[config.mk]
export PLATFORM = sky130hd
export DESIGN_NAME = battery_voltage_window_average_flat
export DESIGN_NICKNAME = d
export VERILOG_FILES = /design/src/rtl/bvwa_pkg.sv /design/src/rtl/bvwa_if.sv /design/src/rtl/bvwa_cfg.sv /design/src/rtl/bvwa_scale.sv /design/src/rtl/bvwa_window.sv /design/src/rtl/battery_voltage_window_average.sv /design/src/flat_wrapper.sv
export SDC_FILE = /design/constraint.sdc
export NUM_CORES = 1
export LEC_CHECK = 0
export ABC_AREA = 1
export BUFFER_PORTS_ARGS = -buffer_cell sky130_fd_sc_hd__buf_2
export CORE_MARGIN = 2
export CORE_UTILIZATION = 59
export CTS_CLUSTER_DIAMETER = 30
export DETAILED_ROUTE_END_ITERATION = 8
export MAX_ROUTING_LAYER = met4
export PLACE_DENSITY = 0.77
export RECOVER_POWER = 25
export SYNTH_ARGS = -nofsm -noshare
export SYNTH_HDL_FRONTEND = slang
export SYNTH_SLANG_ARGS = --single-unit
[constraint.sdc]
create_clock -name clk -period 11.6 [get_ports clk]
set_clock_uncertainty 0.15 [all_clocks]
set_input_delay 1.74 -clock clk [delete_from_list [all_inputs] [get_ports clk]]
set_output_delay 1.74 -clock clk [all_outputs]
set_load 0.005 [all_outputs]
[src/rtl/bvwa_pkg.sv]
// ----------------------------------------------------------------------------
// bvwa_pkg
// Constants, types and register codes of the battery voltage window average.
// ----------------------------------------------------------------------------
`timescale 1ns / 1ps

package bvwa_pkg;

  localparam int WINDOW_SIZE   = 8;
  localparam int SCALE_DIVISOR = 1024;
  localparam int DISPLAY_STEP  = 100;
  localparam int ADC_BITS      = 12;

  localparam int VOLT_W   = 16;
  localparam int DISP_W   = 8;
  localparam int GAIN_W   = 16;
  localparam int OFFS_W   = 8;
  localparam int CFG_W    = 16;
  localparam int CFG_IDX_W = 3;

  localparam int SLOT_W  = (WINDOW_SIZE > 1) ? $clog2(WINDOW_SIZE) : 1;
  localparam int TOTAL_W = VOLT_W + $clog2(WINDOW_SIZE);
  localparam int PROD_W  = ADC_BITS + GAIN_W;

  // floor(x / DISPLAY_STEP) == (x * RECIP) >> RECIP_SHIFT for every 16-bit x
  localparam int    RECIP_SHIFT = VOLT_W + $clog2(DISPLAY_STEP);
  localparam int    RECIP_W     = VOLT_W + 1;
  localparam longint RECIP_VAL  =
    ((longint'(1) << RECIP_SHIFT) + longint'(DISPLAY_STEP) - 1) / longint'(DISPLAY_STEP);
  localparam logic [RECIP_W-1:0] RECIP = RECIP_W'(RECIP_VAL);

  localparam logic [SLOT_W-1:0] SLOT_LAST = SLOT_W'(WINDOW_SIZE - 1);
  localparam logic [VOLT_W-1:0] VOLT_SAT  = '1;

  localparam logic [GAIN_W-1:0] SCALE_GAIN_RST     = GAIN_W'(1);
  localparam logic [VOLT_W-1:0] VOLT_MIN_RST       = '0;
  localparam logic [VOLT_W-1:0] VOLT_MAX_RST       = '1;
  localparam logic [VOLT_W-1:0] HYSTERESIS_RST     = '0;
  localparam logic [VOLT_W-1:0] INIT_VALUE_RST     = '0;
  localparam logic [OFFS_W-1:0] DISPLAY_OFFSET_RST = '0;

  typedef enum logic [CFG_IDX_W-1:0] {
    REG_SCALE_GAIN     = 3'd0,
    REG_VOLT_MIN       = 3'd1,
    REG_VOLT_MAX       = 3'd2,
    REG_HYSTERESIS     = 3'd3,
    REG_INIT_VALUE     = 3'd4,
    REG_DISPLAY_OFFSET = 3'd5
  } cfg_reg_t;

  typedef struct packed {
    logic [GAIN_W-1:0] scale_gain;
    logic [VOLT_W-1:0] volt_min;
    logic [VOLT_W-1:0] volt_max;
    logic [VOLT_W-1:0] hysteresis;
    logic [VOLT_W-1:0] init_value;
    logic [OFFS_W-1:0] display_offset;
  } cfg_t;

  typedef struct packed {
    logic              ign;
    logic [VOLT_W-1:0] volt;
  } sample_t;

endpackage

[src/rtl/bvwa_if.sv]
// ----------------------------------------------------------------------------
// bvwa_in_if / bvwa_out_if
// Valid/ready channels for sample beats and result beats.
// ----------------------------------------------------------------------------
`timescale 1ns / 1ps

interface bvwa_in_if import bvwa_pkg::*; ();
  logic                valid;
  logic                ready;
  logic                ignition_on;
  logic                adc_ok;
  logic [ADC_BITS-1:0] adc_raw;

  modport source (output valid, output ignition_on, output adc_ok, output adc_raw,
                  input ready);
  modport sink   (input valid, input ignition_on, input adc_ok, input adc_raw,
                  output ready);
endinterface

interface bvwa_out_if import bvwa_pkg::*; ();
  logic              valid;
  logic              ready;
  logic [VOLT_W-1:0] voltage_value;
  logic [DISP_W-1:0] display_value;

  modport source (output valid, output voltage_value, output display_value,
                  input ready);
  modport sink   (input valid, input voltage_value, input display_value,
                  output ready);
endinterface

[src/rtl/bvwa_cfg.sv]
// ----------------------------------------------------------------------------
// bvwa_cfg
// Configuration register file, written by index.
// ----------------------------------------------------------------------------
`timescale 1ns / 1ps

module bvwa_cfg import bvwa_pkg::*; (
  input  logic                 clk,
  input  logic                 rst_n,
  input  logic                 cfg_wr_en,
  input  logic [CFG_IDX_W-1:0] cfg_addr,
  input  logic [CFG_W-1:0]     cfg_wdata,
  output cfg_t                 cfg
);

  cfg_t cfg_r;
  cfg_t cfg_nxt;

  always_comb begin
    cfg_nxt = cfg_r;
    if (cfg_wr_en) begin
      case (cfg_reg_t'(cfg_addr))
        REG_SCALE_GAIN:     cfg_nxt.scale_gain     = cfg_wdata[GAIN_W-1:0];
        REG_VOLT_MIN:       cfg_nxt.volt_min       = cfg_wdata[VOLT_W-1:0];
        REG_VOLT_MAX:       cfg_nxt.volt_max       = cfg_wdata[VOLT_W-1:0];
        REG_HYSTERESIS:     cfg_nxt.hysteresis     = cfg_wdata[VOLT_W-1:0];
        REG_INIT_VALUE:     cfg_nxt.init_value     = cfg_wdata[VOLT_W-1:0];
        REG_DISPLAY_OFFSET: cfg_nxt.display_offset = cfg_wdata[OFFS_W-1:0];
        default:            cfg_nxt = cfg_r;
      endcase
    end
  end

  always_ff @(posedge clk) begin
    if (!rst_n) begin
      cfg_r.scale_gain     <= SCALE_GAIN_RST;
      cfg_r.volt_min       <= VOLT_MIN_RST;
      cfg_r.volt_max       <= VOLT_MAX_RST;
      cfg_r.hysteresis     <= HYSTERESIS_RST;
      cfg_r.init_value     <= INIT_VALUE_RST;
      cfg_r.display_offset <= DISPLAY_OFFSET_RST;
    end else begin
      cfg_r <= cfg_nxt;
    end
  end

  assign cfg = cfg_r;

endmodule

[src/rtl/bvwa_scale.sv]
// ----------------------------------------------------------------------------
// bvwa_scale
// Input register and scaling stage: gain multiply, divide, saturate.
// ----------------------------------------------------------------------------
`timescale 1ns / 1ps

module bvwa_scale import bvwa_pkg::*; (
  input  logic                clk,
  input  logic                load_in,
  input  logic                load_smp,
  input  logic                ignition_on,
  input  logic                adc_ok,
  input  logic [ADC_BITS-1:0] adc_raw,
  input  cfg_t                cfg,
  output sample_t             smp
);

  logic                ign_r;
  logic                ok_r;
  logic [ADC_BITS-1:0] raw_r;
  logic [PROD_W-1:0]   prod;
  logic [PROD_W-1:0]   scaled;
  logic [VOLT_W-1:0]   sat;
  sample_t             smp_r;
  sample_t             smp_nxt;

  assign prod   = {{GAIN_W{1'b0}}, raw_r} * {{ADC_BITS{1'b0}}, cfg.scale_gain};
  assign scaled = PROD_W'(prod / SCALE_DIVISOR);
  assign sat    = (scaled > PROD_W'(VOLT_SAT)) ? VOLT_SAT : scaled[VOLT_W-1:0];

  always_comb begin
    smp_nxt.ign  = ign_r;
    smp_nxt.volt = ok_r ? sat : cfg.volt_min;
  end

  always_ff @(posedge clk) begin
    if (load_in) begin
      ign_r <= ignition_on;
      ok_r  <= adc_ok;
      raw_r <= adc_raw;
    end
    if (load_smp) begin
      smp_r <= smp_nxt;
    end
  end

  assign smp = smp_r;

endmodule

[src/rtl/bvwa_window.sv]
// ----------------------------------------------------------------------------
// bvwa_window
// Ring window with running total, hysteresis hold and clamp of the average.
// ----------------------------------------------------------------------------
`timescale 1ns / 1ps

module bvwa_window import bvwa_pkg::*; (
  input  logic              clk,
  input  logic              rst_n,
  input  logic              load,
  input  sample_t           smp,
  input  cfg_t              cfg,
  output logic [VOLT_W-1:0] held
);

  logic [VOLT_W-1:0]  win_r [WINDOW_SIZE];
  logic [SLOT_W-1:0]  slot_r;
  logic [SLOT_W-1:0]  slot_nxt;
  logic [TOTAL_W-1:0] total_r;
  logic [TOTAL_W-1:0] total_nxt;
  logic [VOLT_W-1:0]  held_r;
  logic [VOLT_W-1:0]  held_nxt;
  logic [TOTAL_W-1:0] avg_full;
  logic [VOLT_W-1:0]  avg;
  logic [VOLT_W-1:0]  diff;
  logic [VOLT_W-1:0]  cand;

  always_comb begin
    total_nxt = total_r - TOTAL_W'(win_r[slot_r]) + TOTAL_W'(smp.volt);
    slot_nxt  = (slot_r == SLOT_LAST) ? '0 : slot_r + SLOT_W'(1);
    avg_full  = TOTAL_W'(total_nxt / WINDOW_SIZE);
    avg       = avg_full[VOLT_W-1:0];
    diff      = (avg > held_r) ? (avg - held_r) : (held_r - avg);
    cand      = (diff <= cfg.hysteresis) ? held_r : avg;
    if (cand >= cfg.volt_max) begin
      held_nxt = cfg.volt_max;
    end else if (cand <= cfg.volt_min) begin
      held_nxt = cfg.volt_min;
    end else begin
      held_nxt = cand;
    end
  end

  always_ff @(posedge clk) begin
    if (!rst_n) begin
      for (int i = 0; i < WINDOW_SIZE; i++) begin
        win_r[i] <= '0;
      end
      slot_r  <= '0;
      total_r <= '0;
      held_r  <= INIT_VALUE_RST;
    end else if (load) begin
      if (smp.ign) begin
        win_r[slot_r] <= smp.volt;
        slot_r        <= slot_nxt;
        total_r       <= total_nxt;
        held_r        <= held_nxt;
      end else begin
        for (int i = 0; i < WINDOW_SIZE; i++) begin
          win_r[i] <= '0;
        end
        slot_r  <= '0;
        total_r <= '0;
        held_r  <= cfg.init_value;
      end
    end
  end

  assign held = held_r;

endmodule

[src/rtl/battery_voltage_window_average.sv]
// ----------------------------------------------------------------------------
// battery_voltage_window_average
// Scaled ADC samples averaged over a ring window, held with hysteresis and
// clamped, with a display byte alongside.
// ----------------------------------------------------------------------------
// Usage:
//   in_ch  carries one sample beat (ignition_on, adc_ok, adc_raw); out_ch
//   returns one result beat (voltage_value, display_value) per sample beat,
//   in order. cfg_wr_en/cfg_addr/cfg_wdata write the six setup registers;
//   write them only while no beat is in flight.
//   The path is four register stages: input, scaled sample, window/held
//   voltage, output. With out_ch.ready high one sample is taken each cycle.
//   Each stage advances when the next one is empty or is emptying, so
//   in_ch.ready stays high while bubbles remain even when a result waits.
//   When the receiver stalls, the pipeline fills and in_ch.ready drops
//   after at most four further beats.
//   Reset empties the pipeline, loads the register defaults, clears the
//   window and sets the held voltage to zero.
// ----------------------------------------------------------------------------
`timescale 1ns / 1ps

module battery_voltage_window_average import bvwa_pkg::*; (
  input  logic                 clk,
  input  logic                 rst_n,
  bvwa_in_if.sink              in_ch,
  bvwa_out_if.source           out_ch,
  input  logic                 cfg_wr_en,
  input  logic [CFG_IDX_W-1:0] cfg_addr,
  input  logic [CFG_W-1:0]     cfg_wdata
);

  cfg_t                       cfg;
  sample_t                    smp;
  logic [VOLT_W-1:0]          held;
  logic                       s1_v_r;
  logic                       s2_v_r;
  logic                       s3_v_r;
  logic                       out_v_r;
  logic                       out_free;
  logic                       s3_free;
  logic                       s2_free;
  logic                       s1_free;
  logic                       load_in;
  logic                       load_smp;
  logic                       load_win;
  logic                       load_out;
  logic [VOLT_W+RECIP_W-1:0]  disp_prod;
  logic [VOLT_W-1:0]          quot;
  logic [VOLT_W-1:0]          out_volt_r;
  logic [VOLT_W-1:0]          out_quot_r;

  bvwa_cfg u_cfg (
    .clk       (clk),
    .rst_n     (rst_n),
    .cfg_wr_en (cfg_wr_en),
    .cfg_addr  (cfg_addr),
    .cfg_wdata (cfg_wdata),
    .cfg       (cfg)
  );

  bvwa_scale u_scale (
    .clk         (clk),
    .load_in     (load_in),
    .load_smp    (load_smp),
    .ignition_on (in_ch.ignition_on),
    .adc_ok      (in_ch.adc_ok),
    .adc_raw     (in_ch.adc_raw),
    .cfg         (cfg),
    .smp         (smp)
  );

  bvwa_window u_window (
    .clk   (clk),
    .rst_n (rst_n),
    .load  (load_win),
    .smp   (smp),
    .cfg   (cfg),
    .held  (held)
  );

  // advance each stage when the next one is empty or emptying
  assign out_free = !out_v_r || out_ch.ready;
  assign s3_free  = !s3_v_r || out_free;
  assign s2_free  = !s2_v_r || s3_free;
  assign s1_free  = !s1_v_r || s2_free;

  assign load_in  = in_ch.valid && s1_free;
  assign load_smp = s1_v_r && s2_free;
  assign load_win = s2_v_r && s3_free;
  assign load_out = s3_v_r && out_free;

  assign in_ch.ready = s1_free;

  assign disp_prod = {{RECIP_W{1'b0}}, held} * {{VOLT_W{1'b0}}, RECIP};
  assign quot      = VOLT_W'(disp_prod >> RECIP_SHIFT);

  always_ff @(posedge clk) begin
    if (!rst_n) begin
      s1_v_r  <= 1'b0;
      s2_v_r  <= 1'b0;
      s3_v_r  <= 1'b0;
      out_v_r <= 1'b0;
    end else begin
      if (s1_free)  s1_v_r  <= in_ch.valid;
      if (s2_free)  s2_v_r  <= s1_v_r;
      if (s3_free)  s3_v_r  <= s2_v_r;
      if (out_free) out_v_r <= s3_v_r;
    end
  end

  always_ff @(posedge clk) begin
    if (load_out) begin
      out_volt_r <= held;
      out_quot_r <= quot;
    end
  end

  assign out_ch.valid         = out_v_r;
  assign out_ch.voltage_value = out_volt_r;
  assign out_ch.display_value = out_quot_r[DISP_W-1:0] - cfg.display_offset;

endmodule

[src/flat_wrapper.sv]
// flat-port wrapper written by rule: the top's interface ports become plain ports
module battery_voltage_window_average_flat import bvwa_pkg::*;
  (clk, rst_n, cfg_wr_en, cfg_addr, cfg_wdata, in_ch_valid, in_ch_ignition_on, in_ch_adc_ok, in_ch_adc_raw, in_ch_ready, out_ch_valid, out_ch_voltage_value, out_ch_display_value, out_ch_ready);
  bvwa_in_if in_ch_i ();
  bvwa_out_if out_ch_i ();
  input  logic clk;
  input  logic rst_n;
  input  logic cfg_wr_en;
  input  logic [CFG_IDX_W-1:0] cfg_addr;
  input  logic [CFG_W-1:0] cfg_wdata;
  input wire logic [$bits(in_ch_i.valid)-1:0] in_ch_valid;
  input wire logic [$bits(in_ch_i.ignition_on)-1:0] in_ch_ignition_on;
  input wire logic [$bits(in_ch_i.adc_ok)-1:0] in_ch_adc_ok;
  input wire logic [$bits(in_ch_i.adc_raw)-1:0] in_ch_adc_raw;
  output wire logic [$bits(in_ch_i.ready)-1:0] in_ch_ready;
  output wire logic [$bits(out_ch_i.valid)-1:0] out_ch_valid;
  output wire logic [$bits(out_ch_i.voltage_value)-1:0] out_ch_voltage_value;
  output wire logic [$bits(out_ch_i.display_value)-1:0] out_ch_display_value;
  input wire logic [$bits(out_ch_i.ready)-1:0] out_ch_ready;
  assign in_ch_i.valid = in_ch_valid;
  assign in_ch_i.ignition_on = in_ch_ignition_on;
  assign in_ch_i.adc_ok = in_ch_adc_ok;
  assign in_ch_i.adc_raw = in_ch_adc_raw;
  assign in_ch_ready = in_ch_i.ready;
  assign out_ch_valid = out_ch_i.valid;
  assign out_ch_voltage_value = out_ch_i.voltage_value;
  assign out_ch_display_value = out_ch_i.display_value;
  assign out_ch_i.ready = out_ch_ready;
  battery_voltage_window_average u_core (.clk(clk), .rst_n(rst_n), .in_ch(in_ch_i), .out_ch(out_ch_i), .cfg_wr_en(cfg_wr_en), .cfg_addr(cfg_addr), .cfg_wdata(cfg_wdata));
endmodule
* After elaboration in Yosys (flattened, before gate mapping)
Memories as Yosys holds them, arrays and structs flattened. A register that Yosys moved wholly into a read port is not among the register bits.
Index checks and enable logic that the tools add are counted.
** Operators by class
- Reduce and logical (&&, ||, !) cells :: 20
- Bitwise gates (word level) :: 8
- Add/subtract/negate cells :: 6
- Equal/unequal tests :: 6
- $mul :: 2
- Multiplexer cells :: 32
- $lt $le $gt $ge :: 5
** Operators by type and width (count)
- $mux 16 :: 16
- $le 16x16->1 :: 2
- $sub 16x16->16 :: 2
- $mul 16x17->31 const B :: 1
- $mul 12x16->28 :: 1
- $add 19x16->19 :: 1
- $mux 19 :: 1
- $sub 19x16->19 :: 1
- $gt 18x16->1 const B :: 1
- $ge 16x16->1 :: 1
- $gt 16x16->1 :: 1
- $reduce_or 16->1 :: 1
- $mux 3 :: 5
- $reduce_and 2->1 :: 6
- $mux 1 :: 10
- $eq 3x3->1 const B :: 3
- $or 1x1->1 :: 8
- $sub 8x8->8 :: 1
- $eq 3x2->1 const B :: 2
- $logic_and 1x1->1 :: 4
- $logic_not 1->1 :: 4
- $logic_or 1x1->1 :: 4
- $add 3x1->3 const B :: 1
- $eq 3x1->1 const B :: 1
- $logic_not 3->1 :: 1
** Storage, ports and cells
- Output and inout port bits :: 26
- Bits in writable memories :: 128
- Memories kept :: 1
- Register bits after elaboration :: 185
** Memory list
- u_core.u_window.win_r :: words 8, bits a word 16, read ports 1, clocked after memory_dff 1, write ports 8, line bvwa_window.sv:16 : logic [VOLT_W-1:0] win_r [WINDOW_SIZE];

* Depth between registers and ports, before layout
Gate-level depths: netlist of the first run.
- Depth in word-level cells :: 10
- Mapped depth :: 60
- Gate-level depth less buffers :: 55

* Cells and area by module
From an unflattened synthesis of the first run, not the netlist that was laid out.
** Unflattened totals
- Cells, all modules :: 3970
- Area, all modules :: 30277.8 µm²
** Modules (own cells, without submodules)
- bvwa_window :: instances 1, area each 12293.0 µm², sequential area each 4664.5 µm², cells each 1631
- bvwa_scale :: instances 1, area each 7940.1 µm², sequential area each 930.9 µm², cells each 1088
- battery_voltage_window_average :: instances 1, area each 6528.8 µm², sequential area each 800.8 µm², cells each 759
- bvwa_cfg :: instances 1, area each 3515.9 µm², sequential area each 1761.7 µm², cells each 492

* Least setup slack after synthesis of the first run
OpenSTA, ideal clock, no wires.
- Kind :: reg2reg
- From :: reg with a tool-made name
- To :: reg u_core.u_window.held_r[10] (netlist: u_core.u_window.held[10])
- Buffers on the path :: 5
- Data arrival time :: 7.216 ns
- Required time :: 11.380 ns
- Clock period less this slack :: 7.437 ns
- Library setup time :: 0.070 ns
- Cell stages (with the launch flop) :: 49
- Path slack :: 4.163 ns
- Path through :: dfxtp_1 > clkbuf_1 > clkbuf_1 > nor2_1 > nor2_1 > o21ai_0 > a31oi_1 > fa_1 > inv_1 > ha_1 > nand2_1 > nand3_1 > nand2_1 > nand2_1 > xnor2_1 > inv_1 > ha_1 > buf_2 > [... 13 more ...] > a21oi_1 > nand2_1 > nand2_2 > buf_2 > nand2_1 > and2_1 > ha_1 > nand2_1 > inv_1 > nand3_1 > nor3_1 > inv_1 > o21ai_1 > buf_2 > nand2_1 > nand3_1 > nand2_1 > a21oi_1
** RTL lines
- to (signal assigned) :: line bvwa_window.sv:57 : held_r <= held_nxt;
- to (signal assigned) :: line bvwa_window.sv:64 : held_r <= cfg.init_value;
- to (decl) :: line bvwa_window.sv:21 : logic [VOLT_W-1:0] held_r;

==> reports/qor.txt, run 1 <==
Status = finished with violations
Failing checks = capacitance limit, slew limit
Slew Viols, Final = 92
Final nets = 4247
First-pass GRT wire length = 134000 µm
Synth Register Bits = 316
Top FF cell, synth = edfxtp_1
# diodes = 0
Hold Path Cell Cnt = 0
Worst slack at placement = 1820 ps
Synth Warn # = 0
Final HPWL DP = 65400 µm
Initial Util = 59.5%
WHS Endpoint = u_core.u_scale.smp[16]
WHS = 267 ps
Lkg Pwr = 0.0162 µW
Reg2reg end = u_core.u_window.held[8]
Die Wd = 225 µm
Most frequent cells in the layout = inv_1 (721), nand2_1 (698), nor2_1 (417)
# DRC = 0
Crit path arrival time = 10340 ps
Die area = 0.0508 mm²
RSZ-0062 raised after global routing = no
Met2 usage = 56.5%
DR vias = 24307
Switching share of power = 44.6%
Worst-path fanout max = 33
Min cycle time layout = 9980 ps
Global route total overflow = 0
Largest net degree at the start of global routing = 67
Internal power = 3850 µW
Slowest-stage cell, CP = a21oi_2
Cells after Synth = 3631
DR pass1 iterations = 8
Global Route met3 Usage = 6.35%
Post-synth ARST share = 0%
Iter 0 DRT Violations = 1969
Max Cap Violations = 2
Max incr delay on CP = 660 ps
Leading area contributor after synthesis = edfxtp_1
CTS tree = yes
Worst setup path category = reg2reg
Gpl congestion = 1.03
Overall Power = 6940 µW
Final setup fails = 0
Finished Core Util = 65.9%
Reg power frac = 19.5%
Met1 Track Usage GR = 44.9%
Area Growth Syn to Fin = 10.8%
WP buf/inv = 9
Startpoint class of the critical path = flip-flop
Port Buffers = 63
Worst setup slack after layout = 1620 ps
Die Y = 225 µm
Detail-routed via count per cell = 5.61
Mapped cell area = 0.0289 mm²
Clk network pwr share = 29.2%
Routed WL per cell = 19.8 µm
Seq/Total Area, Yosys = 28.2%
CTS root buf = clkbuf_16
Antenna violations before repair = 0
Synth top area share = 19.0%
Worst slew margin = -81.8%
Overall Global Routing Usage = 35.8%
Post-CTS Setup Inserts = 0
CTS sink cnt = 316
Final hold violations = 0
Req. time, crit path = 11960 ps
Layout cells sized above 1 = 5.47%
Post-route ant nets = 0
Commonest non-fill, non-tap cell in the layout = inv_1
Avg Synthesized Cell Area = 7.97 µm²
Clk buf depth = 3
Max VDD drop = 0.206 mV
Combinational share of power = 51.3%
Filler cells = 4068
Number of global-route vias before repair = 24488
Netlist cell types = 48
Reg clk slew, reported paths = 50 ps
Setup crit end kind = flip-flop
Final wirelength = 86000 µm
I/O pin cnt = 64
Max Fclk = 0.100 GHz
Synth Net Count = 4220
Cts bufs inserted = 69
Stages on worst setup path = 48
Setup TNS = 0 ps
CP dominant cell by count = nand2_1
Power per cell area = 216 mW/mm²
Htree depth = 3
Worst reg2reg path depth = 48
Min-Delay Startpoint = u_core.u_scale.ign_r
Type of the worst min-delay path = reg2reg
EDFF count, synth = 183
Switching pwr = 3090 µW
Core area = 0.0486 mm²
FP Rows = 81
Worst-skew pair later-pin latency = 620 ps
Reg-to-reg setup timing slack = 1620 ps
GR peak layer = met2
Worst-Margin Slew = 2730 ps
Post-cts resize count = 0
Final period util = 86.0%
Hold Buf Count CTS = 0
Top cells by area, synth = edfxtp_1 (19%), fa_1 (18%), ha_1 (13%), inv_1 (9.4%), dfxtp_1 (9.2%)
Top delay family on crit path = simple AND/OR/NAND/NOR gates
## cells by family after synthesis
group | after synthesis | share of synthesized area [%]
xor gates and xnor gates | 62 | 1.88
AOI/OAI and AO/OA | 537 | 10.1
and+or+nand+nor | 1303 | 18.1
muxes | 1 | 0.0346
DFF | 316 | 28.2
buffers and inverters | 861 | 11.2
adders and majority gates | 551 | 30.4
## worst register-to-register path, delay by kind of cell, from the launching register on
family                   cells  cell delay (ps)
AND/OR/NAND/NOR             24             2950
AO/OA/AOI/OAI                9             2530
adder cells (fa/ha/maj)      5             1800
buffers and inverters        9             1660
XOR/XNOR                     1              560
flip-flops                   1              290
## state kept, by name, indices dropped and copies added, names as in the netlist, named ones only
signal and cells:
u_core.s1_v_r 1, u_core.out_ch.voltage_value 16, u_core.u_window.slot_r 3, u_core.u_scale.ok_r 1, u_core.s3_v_r 1, u_core.u_window.held 16
u_core.out_quot_r 8, u_core.u_scale.ign_r 1, u_core.u_cfg.cfg 88, u_core.out_ch.valid 1, u_core.s2_v_r 1, u_core.u_scale.smp 17
u_core.u_scale.raw_r 12, u_core.u_window.win_r 128, u_core.u_window.total_r 19
## Yosys cell counts, types with 2 or more instances
library cell and n:
o21ai_1 8, clkbuf_1 99, nor3_1 21, a31oi_1 24, or2_2 3, nand2_1 698
a21oi_1 216, a21o_1 15, edfxtp_1 183, inv_1 721, fa_1 254, o21ai_0 194
nand2_2 6, buf_2 8, nor2_1 418, o31ai_1 2, o22ai_1 32, o211ai_1 23
o2111ai_1 2, nand3_2 2, o21a_1 3, xor2_1 51, nand3_1 109, o21bai_1 9
a21oi_2 2, nand3b_1 9, nand4_1 15, ha_1 297, dfxtp_1 133, a21boi_0 3
xnor2_1 11, and2_1 15, a211oi_1 2, buf_1 12, clkinv_1 17, nor2_2 2
## how the worst max path moves through the flow
stage,to,slack (ps)
finish,u_core.u_window.held[8],1620
global route,u_core.u_window.held[10],770
CTS,u_core.u_window.held[8],1750
detailed placement,u_core.u_window.held[8],1820
global placement,u_core.u_window.held[6],1830
floorplan,u_core.u_window.held[10],4160
## per-stage QoR
step | cell area (µm²) | cells
floorplan | 28900 | 3631
global placement | 29700 | 4209
global route | 32100 | 4336
finish | 32100 | 4336
detailed placement | 29700 | 4209
CTS | 32100 | 4336
## per-layer routing
layer / vias up / wire, µm
li1: 11474 / -
met4: 0 / 4190
met3: 244 / 6790
met5: - / 0
met2: 1066 / 39700
met1: 11523 / 35300
## layout make-up
| type | count | area (µm²) | area share (%) |
|---|---|---|---|
| clock buffers | 84 | 1830 | 5.69 |
| clock inverters | 43 | 596 | 1.86 |
| inverters | 739 | 2770 | 8.65 |
| multi-input cells | 2454 | 17500 | 54.6 |
| flip-flops and latches | 316 | 8160 | 25.5 |
| well taps | 622 | 778 | 2.43 |
| repair buffers | 78 | 407 | 1.27 |
## power groups by stage
stage	Sequential [µW]	Combinational, µW	Clock, µW
floorplan	1310	2540	0
global placement	1370	3450	0
detailed placement	1370	3460	0
CTS	1350	3500	2040
global route	1360	4050	2090
finish	1350	3560	2030
Power figures use the tool's default switching activity.
==> run 2: changes to the inputs <==
--- a/config.mk
+++ b/config.mk
@@ -14,6 +14,7 @@
 export MAX_ROUTING_LAYER = met4
 export PLACE_DENSITY = 0.77
 export RECOVER_POWER = 25
+export REMOVE_ABC_BUFFERS = 1
 export SYNTH_ARGS = -nofsm -noshare
 export SYNTH_HDL_FRONTEND = slang
 export SYNTH_SLANG_ARGS = --single-unit
==> reports/qor.txt, run 2 (synthesis gave the netlist of run 1 again) <==
Met1 Track Usage GR = 43.6% (-1.2 points)
Slowest-stage cell, CP = o21ai_1
Worst-Margin Slew = 2440 ps (-283 ps)
Final period util = 87.5% (+1.5 points)
Global route total overflow = 0 (unchanged)
First-pass GRT wire length = 129000 µm (-3.5%)
Core area = 0.0486 mm² (unchanged)
Worst slew margin = -62.9% (+19 points)
Layout cells sized above 1 = 5.55% (+0.087 points)
DR vias = 24185 (-0.50%)
Failing checks = capacitance limit, slew limit
Most frequent cells in the layout = inv_1 (721), nand2_1 (698), nor2_1 (417)
Final HPWL DP = 62000 µm (-5.3%)
WHS = 269 ps (+2.89 ps)
Min cycle time layout = 10150 ps (+171 ps)
Die area = 0.0508 mm² (unchanged)
Htree depth = 3 (unchanged)
Initial Util = 59.5% (unchanged)
Overall Global Routing Usage = 34.2% (-1.6 points)
Post-route ant nets = 0 (unchanged)
Max VDD drop = 0.166 mV (-20%)
CTS tree = yes
DR pass1 iterations = 6 (-2)
Max reg flops = 128 (unchanged)
# DRC = 0 (unchanged)
Max Cap Violations = 3 (+1)
Placed cell area = 0.0297 mm² (about the same)
Number of global-route vias before repair = 24001 (-2.0%)
Type of the worst min-delay path = reg2reg
Max Fclk = 0.0985 GHz (-1.7%)
# diodes = 0 (unchanged)
Most flop-heavy register = u_core.u_window.win_r
Global Route met3 Usage = 5.91% (-0.44 points)
Crit path arrival time = 10520 ps (+180 ps)
Area Growth Syn to Fin = 10.5%
Antenna violations before repair = 0 (unchanged)
Req. time, crit path = 11960 ps (about the same)
Startpoint class of the critical path = flip-flop
CTS sink cnt = 316 (unchanged)
Hold Buf Count CTS = 0 (unchanged)
Setup crit end kind = flip-flop
CP dominant cell by count = nand2_1
GR peak layer = met2
Lkg Pwr = 0.0161 µW (-0.28%)
Gpl congestion = 1.05 (+2.0%)
Reg clk slew, reported paths = 50 ps (about the same)
Filler cells = 4070 (+0.049%)
FP Rows = 81 (unchanged)
Port Buffers = 63 (unchanged)
Power per cell area = 210 mW/mm² (-2.9%)
Max incr delay on CP = 920 ps (+260 ps)
Worst-path fanout max = 33 (unchanged)
Worst-skew pair later-pin latency = 610 ps (about the same)
Detail-routed via count per cell = 5.58 (-0.41%)
Routed WL per cell = 18.9 µm (-4.9%)
I/O pin cnt = 64 (unchanged)
Clk buf depth = 3 (unchanged)
Final nets = 4244 (-0.071%)
Largest net degree at the start of global routing = 66 (-1.5%)
Min-Delay Startpoint = u_core.u_scale.ign_r
Final non-filler cell total = 4332 (-0.092%)
Cts bufs inserted = 67 (-2.9%)
Setup TNS = 0 ps (unchanged)
Iter 0 DRT Violations = 2122 (+7.8%)
RSZ-0062 raised after global routing = no
Post-CTS Setup Inserts = 0 (unchanged)
Cells after DPL = 4208 (-0.024%)
Final wirelength = 81700 µm (-4.9%)
Slew Viols, Final = 125 (+36%)
Status = finished with violations
Final setup fails = 0 (unchanged)
CTS root buf = clkbuf_16
Met2 usage = 54.3% (-2.1 points)
Final hold violations = 0 (unchanged)
Die Wd = 225 µm (unchanged)
Post-cts resize count = 0 (unchanged)
Final Cell Area = 0.0320 mm² (-0.32%)
Worst setup path category = reg2reg
Die Y = 225 µm (unchanged)
Commonest non-fill, non-tap cell in the layout = inv_1
==> run 2: cell count changes in the layout (fill, tap and decap cells not counted), sizes merged <==
cell / change
clkinv: +3
clkbuf: -5
bufinv: -4
inv: +2
==> run 2: critical path: cells and delay by family (launching register included) <==
family	cells	cell delay [ps]
XOR/XNOR	1	460
buffers and inverters	8	1680
AO/OA/AOI/OAI	8	2110
AND/OR/NAND/NOR	26	3360
flip-flops	1	290
adder cells (fa/ha/maj)	6	1970
==> run 2: path summary, 6_finish.rpt <==
check,to,slack [ps],cells past startpoint
min reg2reg,u_core.u_scale.smp[16],270,0
max,u_core.u_window.held[1],1450,49
max reg2reg,u_core.u_window.held[1],1450,49
min,u_core.u_scale.smp[16],270,0
==> run 2: report_power, final <==
group | total, µW | internal [µW] | leakage (µW) | switching [µW]
clock | 1920 | 1240 | 0.00110 | 685
sequential | 1350 | 1250 | 0.00294 | 96.2
combinational | 3440 | 1230 | 0.0121 | 2220
total | 6720 | 3720 | 0.0161 | 3000
==> run 2: layer usage <==
metal / vias up / wire length [µm]
li1: 11476 / -
met4: 0 / 3310
met5: - / 0
met1: 11418 / 33600
met2: 1074 / 38000
met3: 217 / 6840
==> run 2: metrics by stage <==
step	util (%)	total power [µW]	setup WS, ps
floorplan	-	3810	1950
global placement	61.0	4710	1560
detailed placement	61.0	4720	1630
CTS	65.7	6690	1570
global route	65.7	7290	470
finish	65.7	6720	1450
==> run 2: layout make-up <==
type                            count  area (µm²)  area share (%)
Inverter                          739        2770            8.68
Sequential cell                   316        8160            25.5
Clock buffer                       80        1790            5.59
Clock inverter                     44         538            1.68
Multi-Input combinational cell   2454       17500            54.8
Timing Repair Buffer               77         400            1.25
Tap cell                          622         778            2.44
